`src/stim_artifact_window_repair_core_assert.svh`:
```
// Assertion macros for the artifact window repair core.
// Used by the top level; expects i_clk and i_rst_n in scope.
`ifndef STIM_ARTIFACT_WINDOW_REPAIR_CORE_ASSERT_SVH
`define STIM_ARTIFACT_WINDOW_REPAIR_CORE_ASSERT_SVH
// Same-cycle implication, checked outside reset.
`define SAWR_ASSERT_IMP(lbl, ante, cons, msg) \
    lbl: assert property (@(posedge i_clk) disable iff (!i_rst_n) (ante) |-> (cons)) \
        else $error(msg);
// Next-cycle implication, checked outside reset.
`define SAWR_ASSERT_NXT(lbl, ante, cons, msg) \
    lbl: assert property (@(posedge i_clk) disable iff (!i_rst_n) (ante) |=> (cons)) \
        else $error(msg);
`endif

```
`src/sawr_pkg.sv`:
```
// Shared types and codes for the artifact window repair core.
// No dependencies.
package sawr_pkg;

    localparam logic [1:0] CMD_WRITE = 2'd0;
    localparam logic [1:0] CMD_READ  = 2'd1;
    localparam logic [1:0] CMD_EVENT = 2'd2;

    localparam logic [1:0] ST_DONE     = 2'd0;
    localparam logic [1:0] ST_FILTERED = 2'd1;
    localparam logic [1:0] ST_EMPTY    = 2'd2;
    localparam logic [1:0] ST_RANGE    = 2'd3;

    localparam logic [1:0] K_WRITE  = 2'd0;
    localparam logic [1:0] K_READ   = 2'd1;
    localparam logic [1:0] K_EVENT  = 2'd2;
    localparam logic [1:0] K_STATUS = 2'd3;

    localparam logic [2:0] REG_START_OFFSET = 3'd0;
    localparam logic [2:0] REG_END_OFFSET   = 3'd1;
    localparam logic [2:0] REG_CODE_FILTER  = 3'd2;
    localparam logic [2:0] REG_REPAIR_MODE  = 3'd3;
    localparam logic [2:0] REG_CHANNELS     = 3'd4;
    localparam logic [2:0] REG_SAMPLES      = 3'd5;

    typedef struct packed {
        logic signed [13:0] start_offset;
        logic signed [13:0] end_offset;
        logic signed [16:0] code_filter;
        logic               repair_mode;
        logic [4:0]         channels;
        logic [12:0]        samples;
    } t_cfg;

    typedef struct packed {
        logic [1:0]         kind;
        logic [1:0]         status;
        logic [3:0]         channel;
        logic [11:0]        sample_index;
        logic signed [23:0] sample_value;
        logic [12:0]        win_start;
        logic [12:0]        win_end;
    } t_item;

    typedef struct packed {
        logic pop;
        logic res_load;
        logic busy;
    } t_back_stat;

endpackage

```
`src/sawr_front.sv`:
```
// Front part: classifies accepted commands and computes clamped event windows.
// Depends on sawr_pkg.
module sawr_front import sawr_pkg::*; (
    input  logic [1:0]         i_command,
    input  logic [3:0]         i_channel,
    input  logic [11:0]        i_sample_index,
    input  logic signed [23:0] i_sample_value,
    input  logic [15:0]        i_event_position,
    input  logic [15:0]        i_event_code,
    input  t_cfg               i_cfg,
    output t_item              o_item
);

    logic signed [17:0] w_ws;
    logic signed [17:0] w_we;
    logic signed [17:0] w_ws_c;
    logic signed [17:0] w_we_c;
    logic signed [17:0] w_last;
    logic               w_filtered;
    logic               w_range;

    always_comb begin
        w_ws   = $signed({2'b00, i_event_position}) + 18'(i_cfg.start_offset);
        w_we   = $signed({2'b00, i_event_position}) + 18'(i_cfg.end_offset);
        w_last = $signed({5'd0, i_cfg.samples}) - 18'sd1;
        w_ws_c = (w_ws < 18'sd0) ? 18'sd0 : w_ws;
        w_we_c = (w_we > w_last) ? w_last : w_we;
        w_filtered = !i_cfg.code_filter[16] && ($signed({1'b0, i_event_code}) != i_cfg.code_filter);
        w_range = ({1'b0, i_channel} >= i_cfg.channels) || ({1'b0, i_sample_index} >= i_cfg.samples);

        o_item.channel      = i_channel;
        o_item.sample_index = i_sample_index;
        o_item.sample_value = i_sample_value;
        o_item.win_start    = w_ws_c[12:0];
        o_item.win_end      = w_we_c[12:0];
        o_item.status       = ST_DONE;
        o_item.kind         = K_STATUS;
        unique case (i_command)
            CMD_WRITE: begin
                o_item.kind   = w_range ? K_STATUS : K_WRITE;
                o_item.status = w_range ? ST_RANGE : ST_DONE;
            end
            CMD_READ: begin
                o_item.kind   = w_range ? K_STATUS : K_READ;
                o_item.status = w_range ? ST_RANGE : ST_DONE;
            end
            CMD_EVENT: begin
                if (w_filtered) begin
                    o_item.status = ST_FILTERED;
                end else if (w_we_c <= w_ws_c) begin
                    o_item.status = ST_EMPTY;
                end else begin
                    o_item.kind = K_EVENT;
                end
            end
            default: begin
                o_item.status = ST_RANGE;
            end
        endcase
    end

endmodule

```
`config.mk`:
```
export PLATFORM = sky130hd
export DESIGN_NAME = sawr_front
export DESIGN_NICKNAME = d
export VERILOG_FILES = /design/src/stim_artifact_window_repair_core_assert.svh /design/src/sawr_pkg.sv /design/src/sawr_front.sv
export SDC_FILE = /design/constraint.sdc
export NUM_CORES = 1
export LEC_CHECK = 0
export ABC_AREA = 1
export BUFFER_PORTS_ARGS = -buffer_cell sky130_fd_sc_hd__buf_4
export CAP_MARGIN = 30
export CORE_MARGIN = 2
export CORE_UTILIZATION = 44
export DETAILED_ROUTE_END_ITERATION = 7
export PLACE_DENSITY = 0.87
export SYNTH_ARGS = -nofsm -noshare
export SYNTH_HDL_FRONTEND = slang
export SYNTH_SLANG_ARGS = --single-unit
```
`constraint.sdc`:
```
create_clock -name vclk -period 4.8
set_input_delay 0.48 -clock vclk [all_inputs]
set_output_delay 0.48 -clock vclk [all_outputs]
set_load 0.02 [all_outputs]
```
==> out/results.tsv <==
stage	metric	value	unit
finish	layout cells sized above 1	46.4	%
drt	ANT nets after route	0	
yosys	Synth Instances	647	
drt	DRT Pass-1 Iters	8	
yosys	Mapped Nets	874	
drt	Routed WL	18.1	mm
finish	fill count	601	
place	Port Buffers	159	
worst_setup_path	crit end category	output pin	
sta	Hold WS	960	ps
worst_setup_path	CP max-delay cell	ha_1	
grt	met3 Use GR	3.16	%
hold_path	Hold Crit Class	in -> out	
yosys	Synth Area per Inst	6.18	um2
sta	worst setup margin	-824	ps
yosys	Yosys cell types	41	
worst_setup_path	Worst Path Class, Setup	in -> out	
die	standard-cell rows	34	
drt	vias after detailed routing	5788	
place	DPL Wire Length	11.1	mm
worst_setup_path	crit path max fanout	8	
worst_setup_path	Largest stage delay, worst path	340	ps
yosys	Synth Cell Area	0.00400	mm2
die	Initial Util	45.6	%
place	Place WS	-573	ps
finish	Area Growth Syn to Fin	62.3	%
place	gpl congestion	0.930	
grt	first-pass GRT wire length	23.6	mm
grt	pin count of the biggest net entering global routing	10	
die	# IOs	208	
finish	multi-input logic area	0.00390	mm2
power_and_ir_drop	Clk pwr share	0	%
power_and_ir_drop	Sw Share	55.6	%
die	die area	0.00986	mm2
power_and_ir_drop	Internal Power	618	uW
worst_setup_path	Crit path arrival time	5140	ps
worst_setup_path	Startpoint Class	input pin	
grt	total global-route track usage	28.6	%
power_and_ir_drop	VDD IR-drop max	0.125	mV
power_and_ir_drop	P_sw	773	uW
die	DIE HEIGHT	99.3	um
sta	fin crit period	5620	ps
sta	worst slew pin tran	384	ps
hold_path	hold path depth	0	
drt	# DRC	1	
drt	vias per cell	5.93	
drt	DRT iter0 DRCs	408	
sta	RSZ-0062 raised after global routing	true	
worst_setup_path	number of cells on the critical path	33	
yosys	YS warnings	0	
outcome	result of the run	complete, but fails checks	
power_and_ir_drop	Tot Pwr	1390	uW
sta	Final Cycle Share	117	%
power_and_ir_drop	Sequential Power Share	0	%
power_and_ir_drop	Gate power share	100.0	%
grt	number of antenna violations at the first check in global routing	0	
yosys	Synth top area share	27.2	%
sta	Max Clk Rate	178	MHz
drt	wire per inst	18.5	um
worst_setup_path	Most common cell on crit path	nand2_1	
worst_setup_path	CP Buf/Inv Count	5	
grt	global routing usage on met2	54.2	%
finish	Antenna diodes	0	
yosys	Synth area leaders	ha_1 (27%), nand2_1 (14%), inv_1 (8.7%), buf_4 (7.7%), a21oi_1 (6.3%)	
sta	Setup-failing EPs final	2	
grt	most used routing layer	met2	
grt	total gr overflow	0	
sta	Max-slew headroom	74.2	%
yosys	register area share after synthesis	0	%
grt	vias in the first global route	5402	
power_and_ir_drop	PwrDens	214	mW/mm2
finish	final-layout clock buffer total	0	
power_and_ir_drop	P_leak	0.00346	uW
clock_tree	hold buffers post-CTS	0	
die	die width	99.3	um
sta	Pins Over Slew Limit	0	
yosys	post-synth top area cell	ha_1	
finish	num sequential	0	
worst_setup_path	CP delay by family, top	simple AND/OR/NAND/NOR gates	
finish	# nets final	1097	
sta	final hold vios	0	
grt	grt met1 use	30.9	%
outcome	violated checks	DRC, setup timing	
flow_run	max cap viols	0	
worst_setup_path	Worst EP required	4320	ps
die	core area	0.00876	mm2
finish	register area	0	um2
[final timing paths]
check	startpoint	end	slack, ps
max	i_event_position[7]	o_item[67]	-820
min	i_sample_value[2]	o_item[28]	960
[metal layers]
metal / routed length, um / share of wire [%]
met1: 5930 / 33
met2: 8440 / 47
met3: 1830 / 10
met4: 1870 / 10
met5: 0 / 0
[kinds of logic after synthesis]
family          share of synthesized area [%]
simple gates                             30.5
buf+inv                                  17.6
compound gates                           15.0
fa+ha+maj                                28.2
xor+xnor                                 8.33
mux                                     0.282
[power by group through the flow]
| stage | registers (uW) | logic (uW) | clock network [uW] |
|---|---|---|---|
| after floorplan | 0 | 662 | 0 |
| after global placement | 0 | 1000 | 0 |
| after detailed placement | 0 | 1040 | 0 |
| after CTS | 0 | 1130 | 0 |
| after global routing | 0 | 1460 | 0 |
| final | 0 | 1390 | 0 |
[what timing repair did]
item,CTS,global route
gates resized for setup,51,66
gates cloned,1,0
pin swaps,36,40
endpoints found under the setup margin,2,2
endpoints found under the hold margin,0,0
buffers inserted,11,12
[through the flow]
step | utilization (%) | cell area [um2] | cells | setup TNS [ps]
floorplan | - | 4130 | 647 | 0
finish | 74.0 | 6480 | 976 | -1640
global placement | 65.5 | 5740 | 952 | -848
detailed placement | 65.5 | 5740 | 952 | -1140
global route | 74.0 | 6480 | 976 | -2190
CTS | 69.7 | 6110 | 964 | -654
[synth_stat cells (2+ instances only)]
cell	number
inv_1	93
xnor2_1	17
o21ai_0	34
nand2_1	145
o21bai_1	3
buf_4	41
xor2_1	21
fa_1	2
nor2_1	40
inv_2	6
nor4_1	2
ha_1	87
nand4_1	19
nand3_1	35
a21o_1	5
buf_2	2
nor3_1	3
a21oi_1	50
a31oi_1	2
o2111ai_1	2
or2_2	10
nor2_4	6
nor2_2	2
o21ai_2	2
o21ai_1	2
[cells in the final DEF, fill, tap and decap left out, drive strengths merged, types with 4 or more instances in the layout]
master  instances
nor3            4
nand3          35
ha             87
xor2           21
or2            11
nor2           48
o21ai          38
inv           100
nand2         146
nand4          19
xnor2          17
buf           265
a21o            5
a21oi          51
[layout make-up]
class | instances | share of cell area [%]
well taps | 108 | 2.08
repair buffers | 265 | 31.9
inverters | 100 | 5.90
multi-input cells | 503 | 60.1
(Power assumes the default switching activity.)
