$ cat src/stim_artifact_window_repair_core_assert.svh
// Assertion macros for the artifact window repair core.
// Used by the top level; expects i_clk and i_rst_n in scope.
`ifndef STIM_ARTIFACT_WINDOW_REPAIR_CORE_ASSERT_SVH
`define STIM_ARTIFACT_WINDOW_REPAIR_CORE_ASSERT_SVH
// Same-cycle implication, checked outside reset.
`define SAWR_ASSERT_IMP(lbl, ante, cons, msg) \
    lbl: assert property (@(posedge i_clk) disable iff (!i_rst_n) (ante) |-> (cons)) \
        else $error(msg);
// Next-cycle implication, checked outside reset.
`define SAWR_ASSERT_NXT(lbl, ante, cons, msg) \
    lbl: assert property (@(posedge i_clk) disable iff (!i_rst_n) (ante) |=> (cons)) \
        else $error(msg);
`endif

$ cat src/sawr_pkg.sv
// Shared types and codes for the artifact window repair core.
// No dependencies.
package sawr_pkg;

    localparam logic [1:0] CMD_WRITE = 2'd0;
    localparam logic [1:0] CMD_READ  = 2'd1;
    localparam logic [1:0] CMD_EVENT = 2'd2;

    localparam logic [1:0] ST_DONE     = 2'd0;
    localparam logic [1:0] ST_FILTERED = 2'd1;
    localparam logic [1:0] ST_EMPTY    = 2'd2;
    localparam logic [1:0] ST_RANGE    = 2'd3;

    localparam logic [1:0] K_WRITE  = 2'd0;
    localparam logic [1:0] K_READ   = 2'd1;
    localparam logic [1:0] K_EVENT  = 2'd2;
    localparam logic [1:0] K_STATUS = 2'd3;

    localparam logic [2:0] REG_START_OFFSET = 3'd0;
    localparam logic [2:0] REG_END_OFFSET   = 3'd1;
    localparam logic [2:0] REG_CODE_FILTER  = 3'd2;
    localparam logic [2:0] REG_REPAIR_MODE  = 3'd3;
    localparam logic [2:0] REG_CHANNELS     = 3'd4;
    localparam logic [2:0] REG_SAMPLES      = 3'd5;

    typedef struct packed {
        logic signed [13:0] start_offset;
        logic signed [13:0] end_offset;
        logic signed [16:0] code_filter;
        logic               repair_mode;
        logic [4:0]         channels;
        logic [12:0]        samples;
    } t_cfg;

    typedef struct packed {
        logic [1:0]         kind;
        logic [1:0]         status;
        logic [3:0]         channel;
        logic [11:0]        sample_index;
        logic signed [23:0] sample_value;
        logic [12:0]        win_start;
        logic [12:0]        win_end;
    } t_item;

    typedef struct packed {
        logic pop;
        logic res_load;
        logic busy;
    } t_back_stat;

endpackage

$ cat src/sawr_fifo.sv
// Two-entry queue between the front and back parts.
// Depends on sawr_pkg.
module sawr_fifo import sawr_pkg::*; (
    input  logic  i_clk,
    input  logic  i_rst_n,
    input  logic  i_push,
    input  t_item i_item,
    input  logic  i_pop,
    output t_item o_head,
    output logic  o_full,
    output logic  o_empty
);

    t_item      r_mem [2];
    logic       r_wr;
    logic       r_rd;
    logic [1:0] r_cnt;
    logic [1:0] n_cnt;

    assign o_full  = (r_cnt == 2'd2);
    assign o_empty = (r_cnt == 2'd0);
    assign o_head  = r_mem[r_rd];

    always_comb begin
        n_cnt = r_cnt;
        if (i_push && !i_pop) begin
            n_cnt = r_cnt + 2'd1;
        end else if (!i_push && i_pop) begin
            n_cnt = r_cnt - 2'd1;
        end
    end

    always_ff @(posedge i_clk) begin
        if (i_push) begin
            r_mem[r_wr] <= i_item;
        end
        if (!i_rst_n) begin
            r_wr  <= 1'b0;
            r_rd  <= 1'b0;
            r_cnt <= 2'd0;
        end else begin
            if (i_push) begin
                r_wr <= ~r_wr;
            end
            if (i_pop) begin
                r_rd <= ~r_rd;
            end
            r_cnt <= n_cnt;
        end
    end

endmodule

$ cat config.mk
export PLATFORM = sky130hd
export DESIGN_NAME = sawr_fifo
export DESIGN_NICKNAME = d
export VERILOG_FILES = /design/src/stim_artifact_window_repair_core_assert.svh /design/src/sawr_pkg.sv /design/src/sawr_fifo.sv
export SDC_FILE = /design/constraint.sdc
export NUM_CORES = 1
export LEC_CHECK = 0
export BUFFER_PORTS_ARGS = -buffer_cell sky130_fd_sc_hd__buf_2
export CAP_MARGIN = 20
export CORE_AREA = 4 4 153 126
export DETAILED_ROUTE_END_ITERATION = 8
export DIE_AREA = 0 0 157 130
export SETUP_SLACK_MARGIN = 0.02
export SYNTH_ARGS = -nofsm -noshare
export SYNTH_HDL_FRONTEND = slang
export SYNTH_SLANG_ARGS = --single-unit
$ cat constraint.sdc
create_clock -name i_clk -period 7.39 [get_ports i_clk]
set_input_delay 1.1085 -clock i_clk [delete_from_list [all_inputs] [get_ports i_clk]]
set_output_delay 1.1085 -clock i_clk [all_outputs]
set_load 0.1 [all_outputs]
==> impl_metrics.json, run 1 <==
{
  "finalSetupViolations": 0,
  "clk_path_buf_depth": 2,
  "fin_crit_ns": 3.275,
  "synth_area_leaders": "edfxtp_1 80%, mux2_2 15%, dfxtp_1 1.9%",
  "status": "complete, no violations",
  "place_congestion": 0.7156,
  "final_common_cell": "buf_2",
  "ys_seq_area_share_pct": 81.96,
  "syn_area_um2": 5251,
  "wire_per_inst_um": 15.67,
  "portBuffers": 145,
  "vias_per_cell": 4.285,
  "numCtsBuffers": 17,
  "required_ns": 6.28,
  "die_h_um": 130,
  "insertion_delay_ns": 0.41,
  "yosysTopAreaCell": "edfxtp_1",
  "io_pins": 146,
  "synth_cells": 240,
  "dr_wl_met3_um": 767,
  "synth_fp_nets": 315,
  "p_sw_share_pct": 31.01,
  "end_kind": "primary output",
  "maxCapViolations": 0,
  "p_switching_w": 0.0007012,
  "diodes": 0,
  "wl_met2_um": 4774,
  "power.share.sequential_pct": 43.1,
  "cts_max_level": 4,
  "cts_resized": 0,
  "cts.sinks": 145,
  "hp-class": "reg -> reg",
  "holdCritStartpoint": "r_cnt[1]",
  "critical_path_class": "reg -> out",
  "rsz0062_at_grt": "no",
  "coreArea_um2": 17780,
  "grt_pass1_wl_um": 15460,
  "cts_tree": "yes",
  "drc": 0,
  "grt_pass1_vias": 2975,
  "fillerInstances": 1677,
  "hold_viol": 0,
  "r2r_slack_ns": 5.24,
  "tightest_slew_ns": 1.012,
  "grt-ovfl-total": 0,
  "yosysWarnings": 0,
  "start_util_pct": 29.53,
  "cellLeakagePower_nw": 2.552,
  "p_total_w": 0.002262,
  "r2r-start": "r_wr",
  "reg2reg_to": "r_mem[0][10]",
  "ys_ff_latch": 145,
  "antenna_found_initial": 1,
  "die_area_um2": 20410,
  "fmax_mhz": 305.3,
  "maxSlewHeadroom_pct": 32.41,
  "yosysTopAreaCellShare_pct": 80.06,
  "post_cts_buffers": 0,
  "fin_skew_ns": 0.005618,
  "wirelength_um": 10040,
  "clk_pin_slew_ns": 0.06,
  "syn2layout_area_growth_pct": 30.62,
  "vias": 2747,
  "power.density_nw_per_um2": 329.7,
  "cp_data_arrival_time_ns": 2.17,
  "p_comb_share_pct": 20.0,
  "clockPowerShare_pct": 36.9,
  "slew_violations": 0,
  "drive_above_1_share_pct": 60.83,
  "nets": 473,
  "highest_layer": "met5",
  "reg2regPathDepth": 2,
  "grt_usage_pct": 10.22,
  "die_w_um": 157,
  "drt_iter0_drc": 128,
  "cts_hold_buf": 0,
  "syn_avg_cell_area_um2": 21.88,
  "root_buffer": "clkbuf_16",
  "setup-tns-final_ns": 0,
  "layout_common_cells": "145 x buf_2, 140 x edfxtp_1, 70 x mux2_2",
  "ant_nets": 0,
  "drt-pass1-iter-count": 4,
  "crit_fanout": 70,
  "synth.distinct_cells": 16,
  "holdPathStages": 2,
  "met1_length_um": 4303,
  "final.period_utilization_pct": 44.32,
  "internal_power_w": 0.001560,
  "hold_end": "r_cnt[1]",
  "grt_max_degree": 71,
  "ir_drop_mv": 0.1638,
  "crit_path_start_kind": "flop",
  "num_rows": 44,
  "dp_hpwl_um": 6385
}
## worst max-delay path, stage by stage (launching register included)
cell     delay (ns)
dfxtp_4        0.97
mux2_2         0.32
buf_2          0.43
## power groups by stage
stage / sequential [W] / clock, W / combinational [W]
after floorplan: 0.000977 / 0 / 0.000392
after global placement: 0.000991 / 0 / 0.000450
after detailed placement: 0.000994 / 0 / 0.000453
after CTS: 0.000977 / 0.000866 / 0.000455
after global routing: 0.000980 / 0.000905 / 0.000468
final: 0.000975 / 0.000835 / 0.000451
## sequential cells by signal, summed over array words and instances (netlist names), named ones only
| register | cells |
|---|---|
| r_cnt | 2 |
| r_rd | 1 |
| r_mem | 140 |
| r_wr | 1 |
## stage by stage
step	hold WS, ns	utilization [%]	setup WS, ns	instances	cell area (µm²)
finish	0.5079	38.57	4.115	641	6859
global placement	0.4811	35.13	4.277	608	6246
floorplan	0.4662	-	2.672	240	5251
CTS	0.5105	38.42	4.014	640	6832
detailed placement	0.4993	35.13	4.220	608	6246
global route	0.5546	38.57	3.954	641	6859
## cells in the mapped netlist (all sizes together)
master,number
ha,1
or3,1
and2,4
mux2,70
o21a,1
dfxtp,5
xor2,2
buf,8
inv,1
a21boi,1
nor2,1
o21ai,1
edfxtp,140
and2b,1
xnor2,1
nor2b,2
## layer usage
metal | global-route usage [%] | vias to the layer above
li1 | - | 1266
met1 | 12.25 | 1368
met2 | 15.89 | 93
met3 | 4.310 | 18
met4 | 5.204 | 2
met5 | 0 | -
## cell type report
class	count	area [µm²]	share of cell area (%)
sequential	145	4308	62.81
multi-input combinational	86	913.4	13.32
timing repair buffer	147	760.7	11.09
clock buffer	23	478.0	6.968
tap	230	287.8	4.196
clock inverter	9	107.6	1.569
inverter	1	3.754	0.05472
## cells by family (layout without fill, tap and decap cells)
family / count (synthesis) / in the layout / share of synthesized area (%)
xor gates and xnor gates: 3 / 3 / 0.5004
DFF: 145 / 145 / 81.96
adders and majority gates: 1 / 1 / 0.2382
and+or+nand+nor: 9 / 9 / 1.072
buffers and inverters: 9 / 180 / 0.8339
muxes: 70 / 70 / 15.01
AOI/OAI and AO/OA: 3 / 3 / 0.3812
## worst max-delay path by stage
stage	to	cells after the start	startpoint	slack (ns)
2_1_floorplan	r_mem[0][0]	1	i_push	2.67
3_3_place_gp	r_mem[0][44]	3	i_push	4.28
3_5_place_dp	r_mem[0][43]	3	i_push	4.22
4_1_cts	o_head[12]	2	flop	4.01
5_1_grt	o_head[62]	2	flop	3.95
6_report	o_head[12]	2	flop	4.11
Power figures use the tool's default switching activity.
==> run 2, diff against run 1 <==
clock period = 3.1 ns   (was 7.39 ns; I/O delays follow)
==> run 2 against run 1 <==
Against the previous run: setup slack got worse by 3.5 ns; register-to-register slack got worse by 3.8 ns; power increased to 2.5 times the previous value; global-route usage decreased by 0.12 points; flip-flop and latch count unchanged; wire length increased by 0.76%; combinational power increased by 140%; cell count increased by 0.16%; clock skew about the same; final area increased by 1.1%; highest routed layer unchanged.
==> impl_metrics.json, run 2 (synthesized netlist as in run 1, its figures left out) <==
{
  "cts_max_level": 4,
  "die_h_um": 130,
  "die_w_um": 157,
  "root_buffer": "clkbuf_16",
  "cts_tree": "yes",
  "fmax_mhz": 399.5,
  "grt_use_met2_pct": 16.55,
  "numCtsBuffers": 17,
  "grt-ovfl-total": 0,
  "worst_slack_ns": 0.5966,
  "drt_iter0_drc": 76,
  "fin_cells": 642,
  "grt_max_degree": 71,
  "hold_viol": 0,
  "groute.layer.met3.usage_pct": 4.443,
  "critical_path_class": "reg -> out",
  "start_util_pct": 29.53,
  "fin_crit_ns": 2.503,
  "drc": 0,
  "post_cts_buffers": 0,
  "coreArea_um2": 17780,
  "largest_register_ffs": 140,
  "largestRegisters": "r_mem: 140 flops, r_cnt: 2 flops",
  "vias": 2727,
  "grt_pass1_vias": 3008,
  "layout_common_cells": "145 x buf_2, 140 x edfxtp_1, 70 x mux2_2",
  "required_ns": 2.63,
  "end_kind": "primary output",
  "cp_data_arrival_time_ns": 2.04,
  "nets": 474,
  "power.density_nw_per_um2": 817.8,
  "ir_drop_mv": 0.4977,
  "drive_above_1_share_pct": 60.92,
  "crit_path_start_kind": "flop",
  "die_area_um2": 20410,
  "setup-tns-final_ns": 0,
  "holdPathStages": 1,
  "final.period_utilization_pct": 80.76,
  "dp_hpwl_um": 6706,
  "cellLeakagePower_nw": 2.591,
  "cts_resized": 0,
  "drt-pass1-iter-count": 4,
  "crit_fanout": 41,
  "diodes": 0,
  "cts_hold_buf": 0,
  "syn2layout_area_growth_pct": 32.12,
  "hp-class": "in -> reg",
  "insertion_delay_ns": 0.41,
  "io_pins": 146,
  "grt_pass1_wl_um": 15460,
  "wirelength_um": 10120,
  "clk_pin_slew_ns": 0.06,
  "num_rows": 44,
  "finalSetupViolations": 0,
  "global_route.usage.met1_pct": 11.81,
  "portBuffers": 145,
  "dp_cells": 610,
  "regMostFlops": "r_mem",
  "maxCapViolations": 0,
  "fin_skew_ns": 0.005926,
  "ant_nets": 0,
  "dp_slack_ns": 0.9826,
  "slew_violations": 0,
  "vias_per_cell": 4.248,
  "place_congestion": 0.7089,
  "clk_path_buf_depth": 2,
  "antenna_found_initial": 1,
  "final_common_cell": "buf_2",
  "tightest_slew_ns": 0.9872,
  "grt_usage_pct": 10.10,
  "maxSlewHeadroom_pct": 34.19,
  "reg2regPathDepth": 1,
  "wire_per_inst_um": 15.76,
  "cts.sinks": 145,
  "top_usage_layer": "met2",
  "holdWs_ns": 0.2417,
  "rsz0062_at_grt": "no",
  "status": "complete, no violations"
}
run 2: cell count changes in the layout (fill, tap and decap cells not counted), sizes merged:
cell and change:
inv +2, clkbuf -5, clkinvlp -1, buf +1, bufinv +4
run 2: path summary, 6_finish.rpt:
| kind | from | endpoint | slack [ns] |
|---|---|---|---|
| setup / recovery | flop | o_head[69] | 0.60 |
| hold / removal | i_item[5] | r_mem[0][5] | 0.24 |
| setup reg to reg | r_wr | r_mem[1][17] | 1.48 |
| hold reg to reg | r_cnt[1] | r_cnt[1] | 0.51 |
run 2: power breakdown:
| part | leakage [nW] | total, W | switching (W) | internal, W |
|---|---|---|---|---|
| sequential | 1.36 | 0.00230 | 0.0000397 | 0.00226 |
| combinational | 0.915 | 0.00110 | 0.000889 | 0.000210 |
| clock | 0.320 | 0.00227 | 0.000760 | 0.00151 |
run 2: per-layer routing:
metal  share of wire [%]  vias up  routed length [µm]
met5               0.069        -                   7
met4                 1.4        2                 144
met3                 8.6       14                 870
met2                  49      102                4973
met1                  41     1345                4123
li1                    -     1264                   -
run 2: per-stage QoR:
stage / instance area [µm²] / total power, W / utilization [%]
finish: 6938 / 0.005674 / 39.02
CTS: 6938 / 0.005760 / 39.02
global route: 6938 / 0.005881 / 39.02
detailed placement: 6274 / 0.003457 / 35.28
global placement: 6274 / 0.003441 / 35.28
floorplan: 5254 / 0.003260 / -
run 2: worst max-delay path, cell delays in order (launching register included):
cell,delay (ns)
dfxtp_4,0.62
buf_12,0.31
mux2_2,0.39
buf_2,0.30
run 2: cell type report:
| class | instances | area [µm²] |
|---|---|---|
| fillers | 1650 | 10840 |
| flip-flops and latches | 145 | 4308 |
| multi-input cells | 86 | 913.4 |
| repair buffers | 148 | 760.7 |
| clock buffers | 18 | 429.2 |
| well taps | 230 | 287.8 |
| clock inverters | 14 | 235.2 |
| inverters | 1 | 3.754 |
==> run 3, diff against run 2 <==
clock period = 2.3 ns   (was 3.1 ns; I/O delays follow)
==> run 3 against run 2 <==
Against the previous run: cell count increased by 0.16%; power increased by 35%; combinational power increased by 80%; flip-flop and latch count unchanged; hold slack got worse by 0.11 ns; clock power increased by 15%; largest cell class unchanged.
==> impl_metrics.json, run 3 (synthesized netlist as in run 1, its figures left out) <==
{
  "root_buffer": "clkbuf_16",
  "coreArea_um2": 17780,
  "drt_iter0_drc": 77,
  "cts_tree": "yes",
  "setup-tns-final_ns": 0,
  "power.density_nw_per_um2": 969.2,
  "largestRegisters": "r_mem: 140 flops, r_cnt: 2 flops",
  "portBuffers": 145,
  "numCtsBuffers": 17,
  "place_congestion": 0.7069,
  "vias": 2759,
  "fin_crit_ns": 2.086,
  "insertion_delay_ns": 0.40,
  "fmax_mhz": 479.3,
  "fin_skew_ns": 0.004015,
  "tightest_slew_ns": 0.4855,
  "dp_cells": 611,
  "fin_cells": 643,
  "grt_max_degree": 72,
  "crit_path_start_kind": "flop",
  "cp_data_arrival_time_ns": 1.74,
  "regMostFlops": "r_mem",
  "final.period_utilization_pct": 90.71,
  "grt_usage_pct": 10.48,
  "cts_max_level": 4,
  "dp_hpwl_um": 6902,
  "cts.sinks": 145,
  "diodes": 0,
  "r2r-start": "r_wr",
  "post_cts_buffers": 0,
  "slew_violations": 0,
  "critical_path_class": "reg -> out",
  "die_w_um": 157,
  "grt_pass1_vias": 3068,
  "holdCritStartpoint": "i_item[5]",
  "drt-pass1-iter-count": 4,
  "wirelength_um": 10430,
  "fillerInstances": 1576,
  "ir_drop_mv": 0.4599,
  "maxCapViolations": 0,
  "nets": 475,
  "io_pins": 146,
  "maxSlewHeadroom_pct": 67.86,
  "num_rows": 44,
  "clk_path_buf_depth": 2,
  "end_kind": "primary output",
  "rsz0062_at_grt": "no",
  "hold_viol": 0,
  "grt_pass1_wl_um": 16100,
  "crit_fanout": 70,
  "grt-ovfl-total": 0,
  "drc": 0,
  "syn2layout_area_growth_pct": 50.92,
  "layout_common_cells": "140 x edfxtp_1, 75 x buf_2, 73 x buf_12",
  "die_h_um": 130,
  "antenna_found_initial": 1,
  "die_area_um2": 20410,
  "final_common_cell": "edfxtp_1",
  "vias_per_cell": 4.291,
  "drive_above_1_share_pct": 60.77,
  "cellLeakagePower_nw": 2.936,
  "cts_hold_buf": 0,
  "wire_per_inst_um": 16.21,
  "ant_nets": 0,
  "cts_resized": 0,
  "finalSetupViolations": 0,
  "required_ns": 1.96,
  "clk_pin_slew_ns": 0.06,
  "start_util_pct": 29.53,
  "largest_register_ffs": 140,
  "hp-class": "in -> reg",
  "status": "complete, no violations"
}
## run 3: cell count changes in the layout (fill, tap and decap cells not counted), sizes merged
cell      previous run  this run
bufinv               6         2
clkinvlp             1         3
buf                148       149
clkinv               5         6
inv                  3         4
## run 3: report_power, final
part | total, W | internal, W | switching (W)
logic | 0.00198 | 0.000684 | 0.00130
clock network | 0.00261 | 0.00159 | 0.00102
registers | 0.00308 | 0.00305 | 0.0000337
total | 0.00768 | 0.00533 | 0.00235
## run 3: path summary, 6_finish.rpt
kind                                     end  slack, ns  depth (start not counted)
worst max-delay path              o_head[30]       0.21                          3
worst min-delay path             r_mem[0][5]       0.13                          1
worst max register to register  r_mem[1][13]       0.82                          2
worst min register to register      r_cnt[1]       0.51                          2
## run 3: layer usage
metal	wire (µm)	track usage [%]
met5	7	0
met4	121	3.520
met3	769	4.443
met2	5154	17.00
met1	4372	12.71
## run 3: final cells by class
class	instances	area [µm²]	share of cell area [%]
inverters	1	3.754	0.04736
clock inverters	14	138.9	1.752
repair buffers	149	1844	23.27
flip-flops and latches	145	4308	54.36
multi-input cells	86	913.4	11.53
well taps	230	287.8	3.631
clock buffers	18	429.2	5.415
## run 3: per-stage QoR
stage | area [µm²] | util (%) | total power (W) | hold WS (ns) | worst slack, ns
final | 7925 | 44.57 | 0.007681 | 0.1278 | 0.2136
after global routing | 7925 | 44.57 | 0.007980 | 0.09632 | 0.1510
after CTS | 7925 | 44.57 | 0.007802 | 0.09930 | 0.1865
after detailed placement | 7357 | 41.37 | 0.005142 | 0.4954 | 0.6367
after global placement | 7357 | 41.37 | 0.005119 | 0.4797 | 0.6476
after floorplan | 5260 | - | 0.004391 | 0.4439 | 0.3717
## run 3: worst max-delay path, cell delays in order, from the launching register on
cell and delay (ns):
dfxtp_4 0.35, buf_12 0.31, mux2_2 0.42, buf_12 0.17
